## config.mk

```make
export PLATFORM = sky130hd
export DESIGN_NAME = disk_request_scheduler
export DESIGN_NICKNAME = d
export VERILOG_FILES = /design/src/rtl/dreq_pkg.sv /design/src/rtl/dreq_ram.sv /design/src/rtl/dreq_dp.sv /design/src/rtl/dreq_ctrl.sv /design/src/rtl/disk_request_scheduler.sv
export SDC_FILE = /design/constraint.sdc
export NUM_CORES = 2
export LEC_CHECK = 0
export BUFFER_PORTS_ARGS = -buffer_cell sky130_fd_sc_hd__buf_2
export CAP_MARGIN = 30
export CORE_UTILIZATION = 60
export DETAILED_ROUTE_END_ITERATION = 8
export GPL_TIMING_DRIVEN = 0
export PLACE_DENSITY = 0.77
export SLEW_MARGIN = 5
export SYNTH_ARGS = -nofsm -noshare
export SYNTH_HDL_FRONTEND = slang
export SYNTH_HIERARCHICAL = 1
export SYNTH_SLANG_ARGS = --single-unit
```

## constraint.sdc

```tcl
create_clock -name clk -period 12.1 [get_ports clk]
set_clock_uncertainty 0.2 [all_clocks]
set_input_delay 1.815 -clock clk [delete_from_list [all_inputs] [get_ports clk]]
set_output_delay 1.815 -clock clk [all_outputs]
set_load 0.005 [all_outputs]
```

## src/rtl/dreq_pkg.sv

```systemverilog
// Shared types and constants of the disk request scheduler.
// Used by the datapath, controller and top of the block; depends on nothing.
package dreq_pkg;

  // Default geometry and queue size
  localparam int DEF_QUEUE_DEPTH         = 16;
  localparam int DEF_SECTORS_PER_TRACK   = 32;
  localparam int DEF_TRACKS_PER_CYLINDER = 19;

  // Fixed field widths
  localparam int NUM_SLICES = 8;
  localparam int SLICE_W    = 3;
  localparam int CFG_W      = 48;
  localparam int BLOCK_W    = 32;
  localparam int LAST_W     = 24;
  localparam int CYL_W      = 16;
  localparam int TRK_W      = 5;
  localparam int SEC_W      = 5;
  localparam int TAG_W      = 8;
  localparam int BCNT_W     = 16;
  localparam int STAT_W     = 3;
  localparam int QCNT_W     = 5;
  localparam int ACC_W      = 3;
  localparam int DCNT_W     = 6;
  localparam int ENTRY_W    = TAG_W + 1 + SEC_W + TRK_W + CYL_W;

  // Command codes
  localparam logic CMD_ENQ = 1'b0;
  localparam logic CMD_DEQ = 1'b1;

  // Result status codes
  typedef enum logic [STAT_W-1:0] {
    ST_QUEUED   = 3'd0,
    ST_END_READ = 3'd1,
    ST_RANGE    = 3'd2,
    ST_FULL     = 3'd3,
    ST_DEQUEUED = 3'd4,
    ST_EMPTY    = 3'd5
  } status_t;

  // Controller to datapath commands
  typedef struct packed {
    logic load;
    logic set_empty;
    logic set_reject;
    logic deq_rd;
    logic deq_commit;
    logic div1_init;
    logic div2_init;
    logic div_step;
    logic write_entry;
    logic ap_load;
    logic cp_step;
    logic link1;
    logic link2;
    logic out_load;
  } dreq_cmd_t;

  // Datapath to controller status
  typedef struct packed {
    logic is_deq;
    logic q_empty;
    logic reject;
    logic div_last;
    logic nx_nil;
    logic closer;
  } dreq_stat_t;

endpackage

```

## src/rtl/dreq_ram.sv

```systemverilog
// Generic single-write, single-read RAM with registered read data.
// No dependencies.
module dreq_ram #(
  parameter int WIDTH = 8,
  parameter int DEPTH = 16
) (
  input  logic                     clk,
  input  logic                     we,
  input  logic [$clog2(DEPTH)-1:0] waddr,
  input  logic [WIDTH-1:0]         wdata,
  input  logic [$clog2(DEPTH)-1:0] raddr,
  output logic [WIDTH-1:0]         rdata
);

  logic [WIDTH-1:0] mem [DEPTH];

  // Write port and registered read port
  always_ff @(posedge clk) begin
    if (we) begin
      mem[waddr] <= wdata;
    end
    rdata <= mem[raddr];
  end

endmodule

```

## src/rtl/dreq_dp.sv

```systemverilog
// Datapath of the disk request scheduler: slice registers, reciprocal divider,
// queue pointers, entry memories and result registers. Uses dreq_pkg, dreq_ram.
module dreq_dp #(
  parameter int QUEUE_DEPTH         = dreq_pkg::DEF_QUEUE_DEPTH,
  parameter int SECTORS_PER_TRACK   = dreq_pkg::DEF_SECTORS_PER_TRACK,
  parameter int TRACKS_PER_CYLINDER = dreq_pkg::DEF_TRACKS_PER_CYLINDER
) (
  input  logic                             clk,
  input  logic                             rst_n,
  input  logic                             cfg_we,
  input  logic [dreq_pkg::SLICE_W-1:0]     cfg_index,
  input  logic [dreq_pkg::CFG_W-1:0]       cfg_wdata,
  input  logic                             in_cmd,
  input  logic [dreq_pkg::SLICE_W-1:0]     in_slice,
  input  logic signed [dreq_pkg::BLOCK_W-1:0] in_block,
  input  logic                             in_is_read,
  input  logic [dreq_pkg::TAG_W-1:0]       in_tag,
  input  logic [dreq_pkg::BCNT_W-1:0]      in_byte_count,
  input  dreq_pkg::dreq_cmd_t              cmd,
  output dreq_pkg::dreq_stat_t             stat,
  output logic [dreq_pkg::STAT_W-1:0]      out_status,
  output logic [dreq_pkg::TAG_W-1:0]       out_tag,
  output logic [dreq_pkg::CYL_W-1:0]       out_cylinder,
  output logic [dreq_pkg::TRK_W-1:0]       out_track,
  output logic [dreq_pkg::SEC_W-1:0]       out_sector,
  output logic                             out_read,
  output logic [dreq_pkg::BCNT_W-1:0]      out_residual,
  output logic [dreq_pkg::QCNT_W-1:0]      out_queue_count
);

  localparam int ADDR_W  = $clog2(QUEUE_DEPTH);
  localparam int IDX_W   = ADDR_W + 1;
  localparam int CNT_W   = $clog2(QUEUE_DEPTH + 1);
  localparam int PER_CYL = SECTORS_PER_TRACK * TRACKS_PER_CYLINDER;
  localparam int RW      = $clog2(PER_CYL) + 1;
  localparam int XW      = dreq_pkg::LAST_W;
  localparam int PW      = 2 * XW + 1;
  localparam int QW      = XW + RW + 1;
  localparam logic [IDX_W-1:0] NIL = {IDX_W{1'b1}};
  localparam logic [RW:0] DIV_CYL = (RW+1)'(PER_CYL);
  localparam logic [RW:0] DIV_TRK = (RW+1)'(SECTORS_PER_TRACK);
  localparam logic [XW:0] REC_CYL = (XW+1)'((1 << XW) / PER_CYL);
  localparam logic [XW:0] REC_TRK = (XW+1)'((1 << XW) / SECTORS_PER_TRACK);

  // Divider step codes, counted down
  localparam logic [dreq_pkg::DCNT_W-1:0] DST_MUL = dreq_pkg::DCNT_W'(4);
  localparam logic [dreq_pkg::DCNT_W-1:0] DST_QUO = dreq_pkg::DCNT_W'(3);
  localparam logic [dreq_pkg::DCNT_W-1:0] DST_REM = dreq_pkg::DCNT_W'(2);
  localparam logic [dreq_pkg::DCNT_W-1:0] DST_FIX = dreq_pkg::DCNT_W'(1);

  // Slice registers
  logic [dreq_pkg::CYL_W-1:0]  offset_r [dreq_pkg::NUM_SLICES];
  logic [dreq_pkg::LAST_W-1:0] last_r   [dreq_pkg::NUM_SLICES];

  // Captured request
  logic                            cmd_r;
  logic [dreq_pkg::SLICE_W-1:0]    slice_r;
  logic [dreq_pkg::BLOCK_W-1:0]    block_r;
  logic                            rd_r;
  logic [dreq_pkg::TAG_W-1:0]      tag_r;
  logic [dreq_pkg::BCNT_W-1:0]     bcnt_r;

  // Divider
  logic [XW-1:0]                x_r;
  logic [XW-1:0]                q_r;
  logic [RW-1:0]                rem_r;
  logic [PW-1:0]                prod_r;
  logic [dreq_pkg::DCNT_W-1:0]  dcnt_r;
  logic                         dsel_r;
  logic [RW:0]                  divisor;
  logic [XW:0]                  recip;
  logic [PW-1:0]                mul_p;
  logic [QW-1:0]                qd_p;
  logic [XW-1:0]                rem_full;
  logic                         rem_ge;

  // Queue state
  logic [QUEUE_DEPTH-1:0] free_r;
  logic [IDX_W-1:0]       head_r, tail_r, scan_r;
  logic [dreq_pkg::ACC_W-1:0] acc_r;
  logic [CNT_W-1:0]       pend_r;

  // Walk registers
  logic [IDX_W-1:0]           n_r, ap_r, cp_r;
  logic [dreq_pkg::CYL_W-1:0] cyl_n_r, cyl_ap_r;
  logic [dreq_pkg::TRK_W-1:0] trk_n;
  logic [dreq_pkg::SEC_W-1:0] sec_n;

  // Result holding registers
  logic [dreq_pkg::STAT_W-1:0] res_status_r;
  logic [dreq_pkg::TAG_W-1:0]  res_tag_r;
  logic [dreq_pkg::CYL_W-1:0]  res_cyl_r;
  logic [dreq_pkg::TRK_W-1:0]  res_trk_r;
  logic [dreq_pkg::SEC_W-1:0]  res_sec_r;
  logic                        res_rd_r;
  logic [dreq_pkg::BCNT_W-1:0] res_resid_r;

  // Memory ports
  logic                        d_we, n_we;
  logic [ADDR_W-1:0]           d_waddr, n_waddr, raddr;
  logic [dreq_pkg::ENTRY_W-1:0] d_wdata, d_rdata;
  logic [IDX_W-1:0]            n_wdata, n_rdata;
  logic [IDX_W-1:0]            raddr_idx;

  // Decoded read entry
  logic [dreq_pkg::CYL_W-1:0]  rd_cyl;
  logic [dreq_pkg::TRK_W-1:0]  rd_trk;
  logic [dreq_pkg::SEC_W-1:0]  rd_sec;
  logic                        rd_rd;
  logic [dreq_pkg::TAG_W-1:0]  rd_tag;

  // Misc combinational
  logic [IDX_W-1:0]            free_idx;
  logic                        full;
  logic                        neg, bad, end_rd;
  logic [dreq_pkg::BLOCK_W-1:0] last_ext;
  logic [dreq_pkg::ACC_W-1:0]  acc_nxt;
  logic [IDX_W-1:0]            scan_eff, ap_new;
  logic [dreq_pkg::CYL_W-1:0]  d_an, d_ac;
  logic [31:0]                 rem_wide, pend_wide;

  dreq_ram #(.WIDTH(dreq_pkg::ENTRY_W), .DEPTH(QUEUE_DEPTH)) u_data_ram (
    .clk(clk), .we(d_we), .waddr(d_waddr), .wdata(d_wdata),
    .raddr(raddr), .rdata(d_rdata)
  );

  dreq_ram #(.WIDTH(IDX_W), .DEPTH(QUEUE_DEPTH)) u_next_ram (
    .clk(clk), .we(n_we), .waddr(n_waddr), .wdata(n_wdata),
    .raddr(raddr), .rdata(n_rdata)
  );

  assign {rd_tag, rd_rd, rd_sec, rd_trk, rd_cyl} = d_rdata;

  // Find the lowest free slot
  always_comb begin
    free_idx = NIL;
    for (int i = QUEUE_DEPTH - 1; i >= 0; i--) begin
      if (free_r[i]) begin
        free_idx = IDX_W'(i);
      end
    end
  end
  assign full = (free_r == '0);

  // Range check against the slice size
  assign last_ext = dreq_pkg::BLOCK_W'(last_r[slice_r]);
  assign neg      = block_r[dreq_pkg::BLOCK_W-1];
  assign bad      = neg || (block_r >= last_ext);
  assign end_rd   = !neg && (block_r == last_ext) && rd_r;

  // Reciprocal estimate, back-multiply and a single correction step
  assign divisor  = dsel_r ? DIV_TRK : DIV_CYL;
  assign recip    = dsel_r ? REC_TRK : REC_CYL;
  assign mul_p    = PW'(x_r) * PW'(recip);
  assign qd_p     = QW'(q_r) * QW'(divisor);
  assign rem_full = x_r - qd_p[XW-1:0];
  assign rem_ge   = ({1'b0, rem_r} >= divisor);

  // Track and sector after the second division
  assign rem_wide = 32'(rem_r);
  assign trk_n    = q_r[dreq_pkg::TRK_W-1:0];
  assign sec_n    = rem_wide[dreq_pkg::SEC_W-1:0];

  // Walk start point
  assign acc_nxt  = acc_r + 1'b1;
  assign scan_eff = (acc_nxt == '0) ? tail_r : scan_r;
  assign ap_new   = (scan_eff != NIL) ? scan_eff : head_r;

  // Cylinder distances from the current anchor
  assign d_an = (cyl_ap_r >= cyl_n_r) ? cyl_ap_r - cyl_n_r : cyl_n_r - cyl_ap_r;
  assign d_ac = (cyl_ap_r >= rd_cyl) ? cyl_ap_r - rd_cyl : rd_cyl - cyl_ap_r;

  // Read address select
  always_comb begin
    if (cmd.deq_rd) begin
      raddr_idx = head_r;
    end else if (cmd.write_entry) begin
      raddr_idx = ap_new;
    end else begin
      raddr_idx = n_rdata;
    end
  end
  assign raddr = raddr_idx[ADDR_W-1:0];

  // Memory writes
  always_comb begin
    d_we    = cmd.write_entry;
    d_waddr = n_r[ADDR_W-1:0];
    d_wdata = {tag_r, rd_r, sec_n, trk_n, cyl_n_r};
    n_we    = cmd.write_entry || cmd.link1 || cmd.link2;
    n_waddr = n_r[ADDR_W-1:0];
    n_wdata = NIL;
    if (cmd.link1) begin
      n_waddr = ap_r[ADDR_W-1:0];
      n_wdata = n_r;
    end else if (cmd.link2) begin
      n_wdata = cp_r;
    end
  end

  // Status to the controller
  assign stat.is_deq   = (cmd_r == dreq_pkg::CMD_DEQ);
  assign stat.q_empty  = (head_r == NIL);
  assign stat.reject   = bad || full;
  assign stat.div_last = (dcnt_r == DST_FIX);
  assign stat.nx_nil   = (n_rdata == NIL);
  assign stat.closer   = (d_an < d_ac);

  // Slice registers
  always_ff @(posedge clk) begin
    if (!rst_n) begin
      for (int i = 0; i < dreq_pkg::NUM_SLICES; i++) begin
        offset_r[i] <= '0;
        last_r[i]   <= '0;
      end
    end else if (cfg_we) begin
      offset_r[cfg_index] <= cfg_wdata[47:32];
      last_r[cfg_index]   <= cfg_wdata[23:0];
    end
  end

  // Queue control state
  always_ff @(posedge clk) begin
    if (!rst_n) begin
      free_r <= '1;
      head_r <= NIL;
      tail_r <= NIL;
      scan_r <= NIL;
      acc_r  <= '0;
      pend_r <= '0;
    end else begin
      if (cmd.write_entry) begin
        free_r[n_r[ADDR_W-1:0]] <= 1'b0;
        acc_r  <= acc_nxt;
        pend_r <= pend_r + 1'b1;
        if (head_r == NIL) begin
          head_r <= n_r;
          tail_r <= n_r;
          scan_r <= n_r;
        end else begin
          scan_r <= scan_eff;
        end
      end
      if (cmd.link1 && (cp_r == NIL)) begin
        tail_r <= n_r;
      end
      if (cmd.deq_commit) begin
        free_r[head_r[ADDR_W-1:0]] <= 1'b1;
        pend_r <= pend_r - 1'b1;
        head_r <= n_rdata;
        if (n_rdata == NIL) begin
          tail_r <= NIL;
        end
        if (scan_r == head_r) begin
          scan_r <= n_rdata;
        end
      end
    end
  end

  // Request capture, divider and walk registers
  always_ff @(posedge clk) begin
    if (cmd.load) begin
      cmd_r   <= in_cmd;
      slice_r <= in_slice;
      block_r <= in_block;
      rd_r    <= in_is_read;
      tag_r   <= in_tag;
      bcnt_r  <= in_byte_count;
    end
    if (cmd.div1_init) begin
      x_r    <= block_r[XW-1:0];
      dcnt_r <= DST_MUL;
      dsel_r <= 1'b0;
      n_r    <= free_idx;
    end else if (cmd.div2_init) begin
      cyl_n_r <= q_r[dreq_pkg::CYL_W-1:0] + offset_r[slice_r];
      x_r     <= {{(XW-RW){1'b0}}, rem_r};
      dcnt_r  <= DST_MUL;
      dsel_r  <= 1'b1;
    end else if (cmd.div_step) begin
      dcnt_r <= dcnt_r - 1'b1;
      case (dcnt_r)
        DST_MUL: begin
          prod_r <= mul_p;
        end
        DST_QUO: begin
          q_r <= prod_r[XW +: XW];
        end
        DST_REM: begin
          rem_r <= RW'(rem_full);
        end
        DST_FIX: begin
          if (rem_ge) begin
            q_r   <= q_r + XW'(1);
            rem_r <= RW'({1'b0, rem_r} - divisor);
          end
        end
        default: begin
        end
      endcase
    end
    if (cmd.ap_load) begin
      ap_r     <= ap_r;
      cyl_ap_r <= rd_cyl;
      cp_r     <= n_rdata;
    end else if (cmd.write_entry) begin
      ap_r <= ap_new;
    end else if (cmd.cp_step && !stat.closer) begin
      ap_r     <= cp_r;
      cyl_ap_r <= rd_cyl;
      cp_r     <= n_rdata;
    end
  end

  // Result selection
  always_ff @(posedge clk) begin
    if (cmd.set_empty) begin
      res_status_r <= dreq_pkg::ST_EMPTY;
      res_tag_r    <= '0;
      res_cyl_r    <= '0;
      res_trk_r    <= '0;
      res_sec_r    <= '0;
      res_rd_r     <= 1'b0;
      res_resid_r  <= '0;
    end else if (cmd.set_reject) begin
      res_status_r <= !bad ? dreq_pkg::ST_FULL :
                      end_rd ? dreq_pkg::ST_END_READ : dreq_pkg::ST_RANGE;
      res_tag_r    <= tag_r;
      res_cyl_r    <= '0;
      res_trk_r    <= '0;
      res_sec_r    <= '0;
      res_rd_r     <= 1'b0;
      res_resid_r  <= (bad && end_rd) ? bcnt_r : '0;
    end else if (cmd.deq_commit) begin
      res_status_r <= dreq_pkg::ST_DEQUEUED;
      res_tag_r    <= rd_tag;
      res_cyl_r    <= rd_cyl;
      res_trk_r    <= rd_trk;
      res_sec_r    <= rd_sec;
      res_rd_r     <= rd_rd;
      res_resid_r  <= '0;
    end else if (cmd.write_entry) begin
      res_status_r <= dreq_pkg::ST_QUEUED;
      res_tag_r    <= tag_r;
      res_cyl_r    <= cyl_n_r;
      res_trk_r    <= trk_n;
      res_sec_r    <= sec_n;
      res_rd_r     <= rd_r;
      res_resid_r  <= '0;
    end
  end

  // Output register
  assign pend_wide = 32'(pend_r);
  always_ff @(posedge clk) begin
    if (cmd.out_load) begin
      out_status      <= res_status_r;
      out_tag         <= res_tag_r;
      out_cylinder    <= res_cyl_r;
      out_track       <= res_trk_r;
      out_sector      <= res_sec_r;
      out_read        <= res_rd_r;
      out_residual    <= res_resid_r;
      out_queue_count <= pend_wide[dreq_pkg::QCNT_W-1:0];
    end
  end

endmodule

```

## src/rtl/dreq_ctrl.sv

```systemverilog
// Controller of the disk request scheduler: sequences check, division,
// insertion walk, dequeue and result handoff. Uses dreq_pkg.
module dreq_ctrl (
  input  logic                 clk,
  input  logic                 rst_n,
  input  logic                 in_valid,
  output logic                 in_stall,
  output logic                 out_valid,
  input  logic                 out_stall,
  input  dreq_pkg::dreq_stat_t stat,
  output dreq_pkg::dreq_cmd_t  cmd
);

  typedef enum logic [3:0] {
    S_IDLE, S_CHECK, S_DIV1, S_DIV2_INIT, S_DIV2, S_WRITE, S_AP_LOAD,
    S_CP_LOAD, S_LINK1, S_LINK2, S_DEQ_LOAD, S_FINISH
  } state_t;

  state_t state_r, state_nxt;
  logic   out_valid_r, out_valid_nxt;

  assign in_stall  = (state_r != S_IDLE);
  assign out_valid = out_valid_r;

  // Next state and commands
  always_comb begin
    state_nxt = state_r;
    cmd       = '0;
    case (state_r)
      S_IDLE: begin
        if (in_valid) begin
          cmd.load  = 1'b1;
          state_nxt = S_CHECK;
        end
      end
      S_CHECK: begin
        if (stat.is_deq) begin
          if (stat.q_empty) begin
            cmd.set_empty = 1'b1;
            state_nxt     = S_FINISH;
          end else begin
            cmd.deq_rd = 1'b1;
            state_nxt  = S_DEQ_LOAD;
          end
        end else if (stat.reject) begin
          cmd.set_reject = 1'b1;
          state_nxt      = S_FINISH;
        end else begin
          cmd.div1_init = 1'b1;
          state_nxt     = S_DIV1;
        end
      end
      S_DIV1: begin
        cmd.div_step = 1'b1;
        if (stat.div_last) begin
          state_nxt = S_DIV2_INIT;
        end
      end
      S_DIV2_INIT: begin
        cmd.div2_init = 1'b1;
        state_nxt     = S_DIV2;
      end
      S_DIV2: begin
        cmd.div_step = 1'b1;
        if (stat.div_last) begin
          state_nxt = S_WRITE;
        end
      end
      S_WRITE: begin
        cmd.write_entry = 1'b1;
        state_nxt       = stat.q_empty ? S_FINISH : S_AP_LOAD;
      end
      S_AP_LOAD: begin
        cmd.ap_load = 1'b1;
        state_nxt   = stat.nx_nil ? S_LINK1 : S_CP_LOAD;
      end
      S_CP_LOAD: begin
        cmd.cp_step = 1'b1;
        if (stat.closer || stat.nx_nil) begin
          state_nxt = S_LINK1;
        end
      end
      S_LINK1: begin
        cmd.link1 = 1'b1;
        state_nxt = S_LINK2;
      end
      S_LINK2: begin
        cmd.link2 = 1'b1;
        state_nxt = S_FINISH;
      end
      S_DEQ_LOAD: begin
        cmd.deq_commit = 1'b1;
        state_nxt      = S_FINISH;
      end
      S_FINISH: begin
        if (!out_valid_r || !out_stall) begin
          cmd.out_load = 1'b1;
          state_nxt    = S_IDLE;
        end
      end
      default: begin
        state_nxt = S_IDLE;
      end
    endcase
  end

  // Output valid: set on load, drop when the beat is taken
  always_comb begin
    if (cmd.out_load) begin
      out_valid_nxt = 1'b1;
    end else if (out_valid_r && !out_stall) begin
      out_valid_nxt = 1'b0;
    end else begin
      out_valid_nxt = out_valid_r;
    end
  end

  // Hold state and registered outputs
  always_ff @(posedge clk) begin
    if (!rst_n) begin
      state_r     <= S_IDLE;
      out_valid_r <= 1'b0;
    end else begin
      state_r     <= state_nxt;
      out_valid_r <= out_valid_nxt;
    end
  end

`ifndef SYNTH
  a_no_overwrite: assert property (@(posedge clk) disable iff (!rst_n)
    cmd.out_load |-> (!out_valid_r || !out_stall))
    else $error("result beat overwritten while stalled");

  a_busy_after_accept: assert property (@(posedge clk) disable iff (!rst_n)
    (in_valid && !in_stall) |=> in_stall)
    else $error("second beat accepted while busy");

  a_valid_from_finish: assert property (@(posedge clk) disable iff (!rst_n)
    $rose(out_valid_r) |-> $past(state_r == S_FINISH))
    else $error("result raised outside finish");
`endif

endmodule

```

## src/rtl/disk_request_scheduler.sv

```systemverilog
// Disk request scheduler: one item at a time. Each division takes four steps (reciprocal
// multiply, quotient take, back-multiply for the remainder, one correction); the link
// walk reads one entry per cycle. A stalled result holds off the next accept.
// Synchronous active-low reset empties the queue and clears slices.
module disk_request_scheduler #(
  parameter int QUEUE_DEPTH         = dreq_pkg::DEF_QUEUE_DEPTH,
  parameter int SECTORS_PER_TRACK   = dreq_pkg::DEF_SECTORS_PER_TRACK,
  parameter int TRACKS_PER_CYLINDER = dreq_pkg::DEF_TRACKS_PER_CYLINDER
) (
  input  logic                                clk,
  input  logic                                rst_n,
  input  logic                                cfg_we,
  input  logic [dreq_pkg::SLICE_W-1:0]        cfg_index,
  input  logic [dreq_pkg::CFG_W-1:0]          cfg_wdata,
  input  logic                                in_valid,
  output logic                                in_stall,
  input  logic                                in_cmd,
  input  logic [dreq_pkg::SLICE_W-1:0]        in_slice,
  input  logic signed [dreq_pkg::BLOCK_W-1:0] in_block,
  input  logic                                in_is_read,
  input  logic [dreq_pkg::TAG_W-1:0]          in_tag,
  input  logic [dreq_pkg::BCNT_W-1:0]         in_byte_count,
  output logic                                out_valid,
  input  logic                                out_stall,
  output logic [dreq_pkg::STAT_W-1:0]         out_status,
  output logic [dreq_pkg::TAG_W-1:0]          out_tag,
  output logic [dreq_pkg::CYL_W-1:0]          out_cylinder,
  output logic [dreq_pkg::TRK_W-1:0]          out_track,
  output logic [dreq_pkg::SEC_W-1:0]          out_sector,
  output logic                                out_read,
  output logic [dreq_pkg::BCNT_W-1:0]         out_residual,
  output logic [dreq_pkg::QCNT_W-1:0]         out_queue_count
);

  dreq_pkg::dreq_cmd_t  cmd;
  dreq_pkg::dreq_stat_t stat;

  dreq_ctrl u_ctrl (
    .clk(clk), .rst_n(rst_n),
    .in_valid(in_valid), .in_stall(in_stall),
    .out_valid(out_valid), .out_stall(out_stall),
    .stat(stat), .cmd(cmd)
  );

  dreq_dp #(
    .QUEUE_DEPTH(QUEUE_DEPTH),
    .SECTORS_PER_TRACK(SECTORS_PER_TRACK),
    .TRACKS_PER_CYLINDER(TRACKS_PER_CYLINDER)
  ) u_dp (
    .clk(clk), .rst_n(rst_n),
    .cfg_we(cfg_we), .cfg_index(cfg_index), .cfg_wdata(cfg_wdata),
    .in_cmd(in_cmd), .in_slice(in_slice), .in_block(in_block),
    .in_is_read(in_is_read), .in_tag(in_tag), .in_byte_count(in_byte_count),
    .cmd(cmd), .stat(stat),
    .out_status(out_status), .out_tag(out_tag), .out_cylinder(out_cylinder),
    .out_track(out_track), .out_sector(out_sector), .out_read(out_read),
    .out_residual(out_residual), .out_queue_count(out_queue_count)
  );

endmodule

```

# After elaboration in Yosys (flattened, before gate mapping)
# Memories as Yosys holds them, arrays and structs flattened. A register that Yosys moved wholly into a read port is not among the register bits.
# Index checks and enable logic that the tools add are counted.
[classes]
multipliers = 2
n_eq_ne = 28
reduce_logical = 49
n_bitwise = 6
n_mux = 132
addsub = 12
n_lt_le_gt_ge = 9
[ops]
columns = ["op", "n"]
rows = [
  ["2-to-1 mux 16 bit", 15],
  ["2-to-1 mux 5 bit", 25],
  ["2-to-1 mux 24 bit", 4],
  ["2-to-1 mux 4 bit", 22],
  ["subtractor 16 bit", 4],
  ["one-hot mux 24 bit (2 select lines)", 1],
  ["multiplier 24 x 20 -> 44 bit", 1],
  ["one-hot mux 4 bit (11 select lines)", 1],
  ["2-to-1 mux 1 bit", 39],
  ["2-to-1 mux 3 bit", 13],
  ["== test 32 x 24 -> 1 bit", 1],
  [">= comparator 16 bit", 2],
  [">= comparator 32 x 24 -> 1 bit", 1],
  ["adder 24 x 1 -> 24 bit (second input constant)", 1],
  ["multiplier 24 x 12 -> 11 bit", 1],
  ["2-to-1 mux 8 bit", 3],
  ["OR reduction 24 bit", 1],
  ["one-hot mux 11 bit (2 select lines)", 1],
  ["subtractor 11 bit", 2],
  ["2-to-1 mux 20 bit", 1],
  ["adder 16 bit", 1],
  ["bitwise AND 16 bit", 1],
  ["== test 4 x 3 -> 1 bit (second input constant)", 4],
  ["== test 4 bit (second input constant)", 4],
  ["other kinds (42)", 89],
]
[totals]
memories = 4
ramBits = 960
input_bits = 117
word_cells = 286
register_bits = 378
[mem_list]
columns = ["memory", "depth", "width", "read_ports", "rd_ports_with_merged_regs", "wr", "line_no", "source"]
rows = [
  ["u_dp.u_data_ram.mem", 16, 35, 1, 1, 1, "dreq_ram.sv:15", "logic [WIDTH-1:0] mem [DEPTH];"],
  ["u_dp.last_r", 8, 24, 1, 1, 8, "dreq_dp.sv:53", "logic [dreq_pkg::LAST_W-1:0] last_r [dreq_pkg::NUM_SLICES];"],
  ["u_dp.offset_r", 8, 16, 1, 1, 8, "dreq_dp.sv:52", "logic [dreq_pkg::CYL_W-1:0] offset_r [dreq_pkg::NUM_SLICES];"],
  ["u_dp.u_next_ram.mem", 16, 5, 1, 1, 1, "dreq_ram.sv:15", ""],
]

# Depth between registers and ports, before layout
[logic_depth]
word_depth = 15
ltp_mapped = 26
ltp_nobuf = 24

# Modules after synthesis
# The synthesis kept the hierarchy.
[by_module_without_submodules]
columns = ["mod", "seq_area_each_um2", "cells_each", "area_each_um2", "instances"]
rows = [
  ["dreq_dp", 18667.9, 3428, 40291.1, 1],
  ["dreq_ram at u_dp.u_data_ram", 17516.8, 914, 22053.7, 1],
  ["dreq_ram at u_dp.u_next_ram", 2502.4, 155, 3213.1, 1],
  ["dreq_ctrl", 100.1, 77, 560.5, 1],
]

# Worst setup path after synthesis
# OpenSTA, ideal clock, no wires.
[synth_path]
kind = "reg2reg"
from = "register u_dp.dsel_r"
to = "register u_dp.prod_r[38], data pin"
n_path_buf = 3
t_arrival_ns = 6.162
path_stages_with_launch = 23
setup_slack_ns = 5.479
required_time_ns = 11.641
path_cell_list = "dfxtp_1 > clkbuf_1 > clkbuf_1 > clkbuf_1 > nor2_1 > fa_1 > inv_1 > fa_1 > inv_1 > fa_1 > fa_1 > fa_1 > ha_1 > ha_1 > a21oi_1 > o21ai_0 > nand3b_1 > nor3_1 > o21ai_1 > a311oi_1 > a21o_1 > nand3b_1 > xor2_1"
[synth_between]
elab_chain_cells = 2
[synth_rtl]
columns = ["item", "line_no", "source"]
rows = [
  ["start: declaration", "dreq_dp.sv:69", "logic dsel_r;"],
  ["start signal: assignment", "dreq_dp.sv:274", "dsel_r <= 1'b0;"],
  ["start signal: assignment", "dreq_dp.sv:280", "dsel_r <= 1'b1;"],
  ["2-to-1 mux 20 bit", "dreq_dp.sv:153", "assign recip = dsel_r ? REC_TRK : REC_CYL;"],
  ["multiplier 24 x 20 -> 44 bit", "dreq_dp.sv:154", "assign mul_p = PW'(x_r) * PW'(recip);"],
  ["net u_dp.mul_p[38]", "dreq_dp.sv:72", "logic [PW-1:0] mul_p;"],
  ["end signal: assignment", "dreq_dp.sv:285", "prod_r <= mul_p;"],
  ["end: declaration", "dreq_dp.sv:67", "logic [PW-1:0] prod_r;"],
]
# The timed path passes the listed nets, and every way through them passes these cells.
# A chain may end at the register's enable or synchronous reset.

# Worst setup path after layout
[layout_path]
from = "register u_dp.dsel_r"
to = "register u_dp.prod_r[39], data pin"
# The elaborated chain is that of the path after synthesis.

==> metrics <==
Iter 0 DRT Violations=4021; # rows=121; clk slew on worst S/H paths=0.06 ns; root buffer cell=clkbuf_16; clock tree sinks=roughly 1300; origin of the worst min-delay path=u_dp/res_resid_r[10]; first-pass GRT wire length=252000 µm; area delta synth->final=12.7%; EDFF count, synth=1193; RSZ-0062 raised after global routing=false; FF-to-FF path depth=22; GRT Overall Usage=0.305; starting density of the core=0.607; PwrDens=roughly 250 nW/µm²; Max Cap Viol=0; TritonCTS buffer count=~140; register area share after synthesis=0.587; Die Width=334 µm; Max Clk Rate=112 MHz; GP Congestion=0.921; Primary FF master, synth=edfxtp_1; ratio of final minimum period to clock period=0.740; Crit path required time=12.40 ns; Synth cell types=just under 80; fill cell count=between 7000 and 8000; input/output buffers=around 170; DR pass1 iterations=5; CP startpoint=u_dp/dsel_r; Post-CTS Setup Repair Bufs=0; total number of vias=40400; final WL=approximately 170000 µm; status=completed; routed vias/inst=just over 6; Startpoint Class=register; synthesized area=66100 µm²; Layout Nets=5561; leakage=between 20 and 30 nW; WHS Path Cells=0; #FFs+latches synth=roughly 1300; DRT antenna net count=0; Max VDD drop=317 µV; Core ar.=109000 µm²; Slew Limit Fails=0; worst path arrival time=9.26 ns; initial antenna violation count=11; worst r2r src=u_dp/dsel_r; Slew @ Worst Pin=1.11 ns; GRT Residual Overflow=0; final setup fails=0; Multi-input gate area=25200 µm²; Post-synth ARST share=0; Final Critical Period=8.96 ns; H-tree Lvls=4; cell count after synthesis=around 4600; fin util=0.683; average size of a mapped cell=14.5 µm²; maximum number of pins on one net before global-route repair=60; register area=38800 µm²; CP Max Fanout=10; residual DRC count=0; post-cts sizing count=0; crit path capture type=register; CTS hold repair buffers=0; Setup TNS Final=0 ns; DR WL/cell=25.9 µm; Final HPWL DP=118000 µm; Skew-Pair Late Insertion Delay=0.77 ns; YS warnings=6; CTS tree=built; Slew headroom=0.252; proportion of layout cells with a drive suffix above 1=0.147; Crit Path Category=reg2reg; worst hold path class=reg2reg; # IOs=about 180; die area=112000 µm²; number of global-route vias before repair=41000; Die Y=334 µm; CTS Buffer Depth=3; Hold Fails Final Rpt=0
-- registers in the layout, summed over array words and instances, names as in the netlist, 16 cells and up, named ones only --
| name | cells |
|---|---|
| u_dp/u_data_ram/mem | 560 |
| u_dp/last_r | 192 |
| u_dp/offset_r | 128 |
| u_dp/u_next_ram/mem | 80 |
| u_dp/u_data_ram/rdata | 35 |
| u_dp/block_r | 32 |
| u_dp/x_r | 24 |
| u_dp/bcnt_r | 16 |
| u_dp/cyl_ap_r | 16 |
| u_dp/cyl_n_r | 16 |
| u_dp/free_r | 16 |
| u_dp/out_cylinder | 16 |
| u_dp/out_residual | 16 |
| u_dp/prod_r | 16 |
| u_dp/q_r | 16 |
| u_dp/res_cyl_r | 16 |
| u_dp/res_resid_r | 16 |
-- cells in the mapped netlist (all sizes together), types with 7 or more instances --
cell type,n,area share
o21bai,16,0.0018
nand3b,10,0.0011
buf,62,0.0075
nand2,210,0.012
xnor2,103,0.014
o21a,20,0.0023
a21oi,136,0.010
a22oi,93,0.011
fa,163,0.049
nor2,246,0.014
dfxtp,148,0.045
nand2b,26,0.0025
mux4,240,0.085
xor2,55,0.0073
ha,324,0.061
o21ai,110,0.0083
a31oi,12,0.0011
nor3b,7,0.00079
and4,7,0.00093
nor2b,52,0.0049
edfxtp,1193,0.54
o211ai,27,0.0031
inv,327,0.019
mux2,32,0.0055
a211oi,56,0.0064
a21o,65,0.0074
and2,367,0.035
clkbuf,155,0.0088
nand3,51,0.0039
nand4,19,0.0018
mux2i,63,0.0095
nor4,8,0.00085
or2,8,0.00076
nor3,47,0.0036
a221oi,7,0.00093
and3,26,0.0025
-- layout make-up --
cell class / count / share of cell area
antenna: 8 / 0.000269
buffer: 217 / 0.0144
tap: 1414 / 0.0237
timing repair buffer: 239 / 0.0254
multi-input combinational: 2693 / 0.339
clock buffer: 173 / 0.0500
sequential: 1341 / 0.521
clock inverter: 72 / 0.0101
inverter: 329 / 0.0166
-- metrics by stage --
stage / setup slack [ns] / hold WS [ns] / total power, mW / std cells / instance area [µm²]
after floorplan: 5.48 / 0.201 / 12.1 / 4580 / 66100
after global routing: 2.73 / 0.246 / 20.0 / 6482 / 74500
final: 3.14 / 0.233 / 18.8 / 6486 / 74500
after global placement: 2.94 / 0.209 / 14.3 / 6163 / 68800
after CTS: 3.28 / 0.231 / 18.8 / 6469 / 74400
after detailed placement: 3.36 / 0.219 / 14.5 / 6224 / 69900
-- cells by family after synthesis --
group                    Yosys count  synth area share
flip-flops                      1341             0.587
AO/OA/AOI/OAI                    601            0.0601
other                              2          0.000114
adder cells (fa/ha/maj)          487             0.111
buffers and inverters            546            0.0349
AND/OR/NAND/NOR                 1104            0.0867
multiplexers                     335             0.100
XOR/XNOR                         158            0.0209
-- placed cells by master (no fill, tap or decap), types with 41 or more instances in the layout --
cell,instances
fa_1,163
mux4_2,183
and2_1,367
dfxtp_1,148
nand2_1,210
edfxtp_1,1193
a211oi_1,55
nand3_1,51
buf_2,191
nor2_1,234
o21ai_0,102
a22oi_1,93
a21oi_1,134
nor3_1,41
inv_1,327
mux2i_1,63
xor2_1,55
xnor2_1,103
nor2b_1,52
clkbuf_1,178
mux4_1,57
a21o_1,65
clkbuf_16,140
ha_1,324
-- layer usage --
metal,share of wire,GRT usage,vias to the layer above
li1,-,-,17700
met1,0.38,0.395,20300
met2,0.50,0.519,1966
met3,0.078,0.0518,346
met4,0.034,0.114,14
met5,0.00049,0,-
-- power breakdown --
group	switching [mW]	internal, mW
sequential	0.337	5.68
combinational	4.90	3.66
clock	1.79	2.41
total	7.03	11.8
-- final timing paths --
path,end,slack [ns]
min reg2reg,u_dp/out_residual[10],0.23
max reg2reg,u_dp/prod_r[39],3.14
min,u_dp/out_residual[10],0.23
max,u_dp/prod_r[39],3.14
-- critical path, cell delays in order, from the launching register on --
cell and delay [ns]:
dfxtp_1 0.36, clkbuf_1 0.64, clkbuf_1 0.54, clkbuf_1 0.47
nor2_1 0.20, fa_1 0.56, inv_1 0.05, fa_1 0.50
inv_1 0.05, fa_1 0.49, fa_1 0.53, fa_1 0.46
ha_1 0.31, ha_1 0.36, a21oi_1 0.15, o21ai_0 0.31
nand3b_1 0.28, nor3_1 0.45, o21ai_1 0.27, a311oi_1 0.73
a21o_1 0.24, nand2_1 0.08, a311oi_1 0.46
Note: power is estimated with default switching activity, not from simulation.
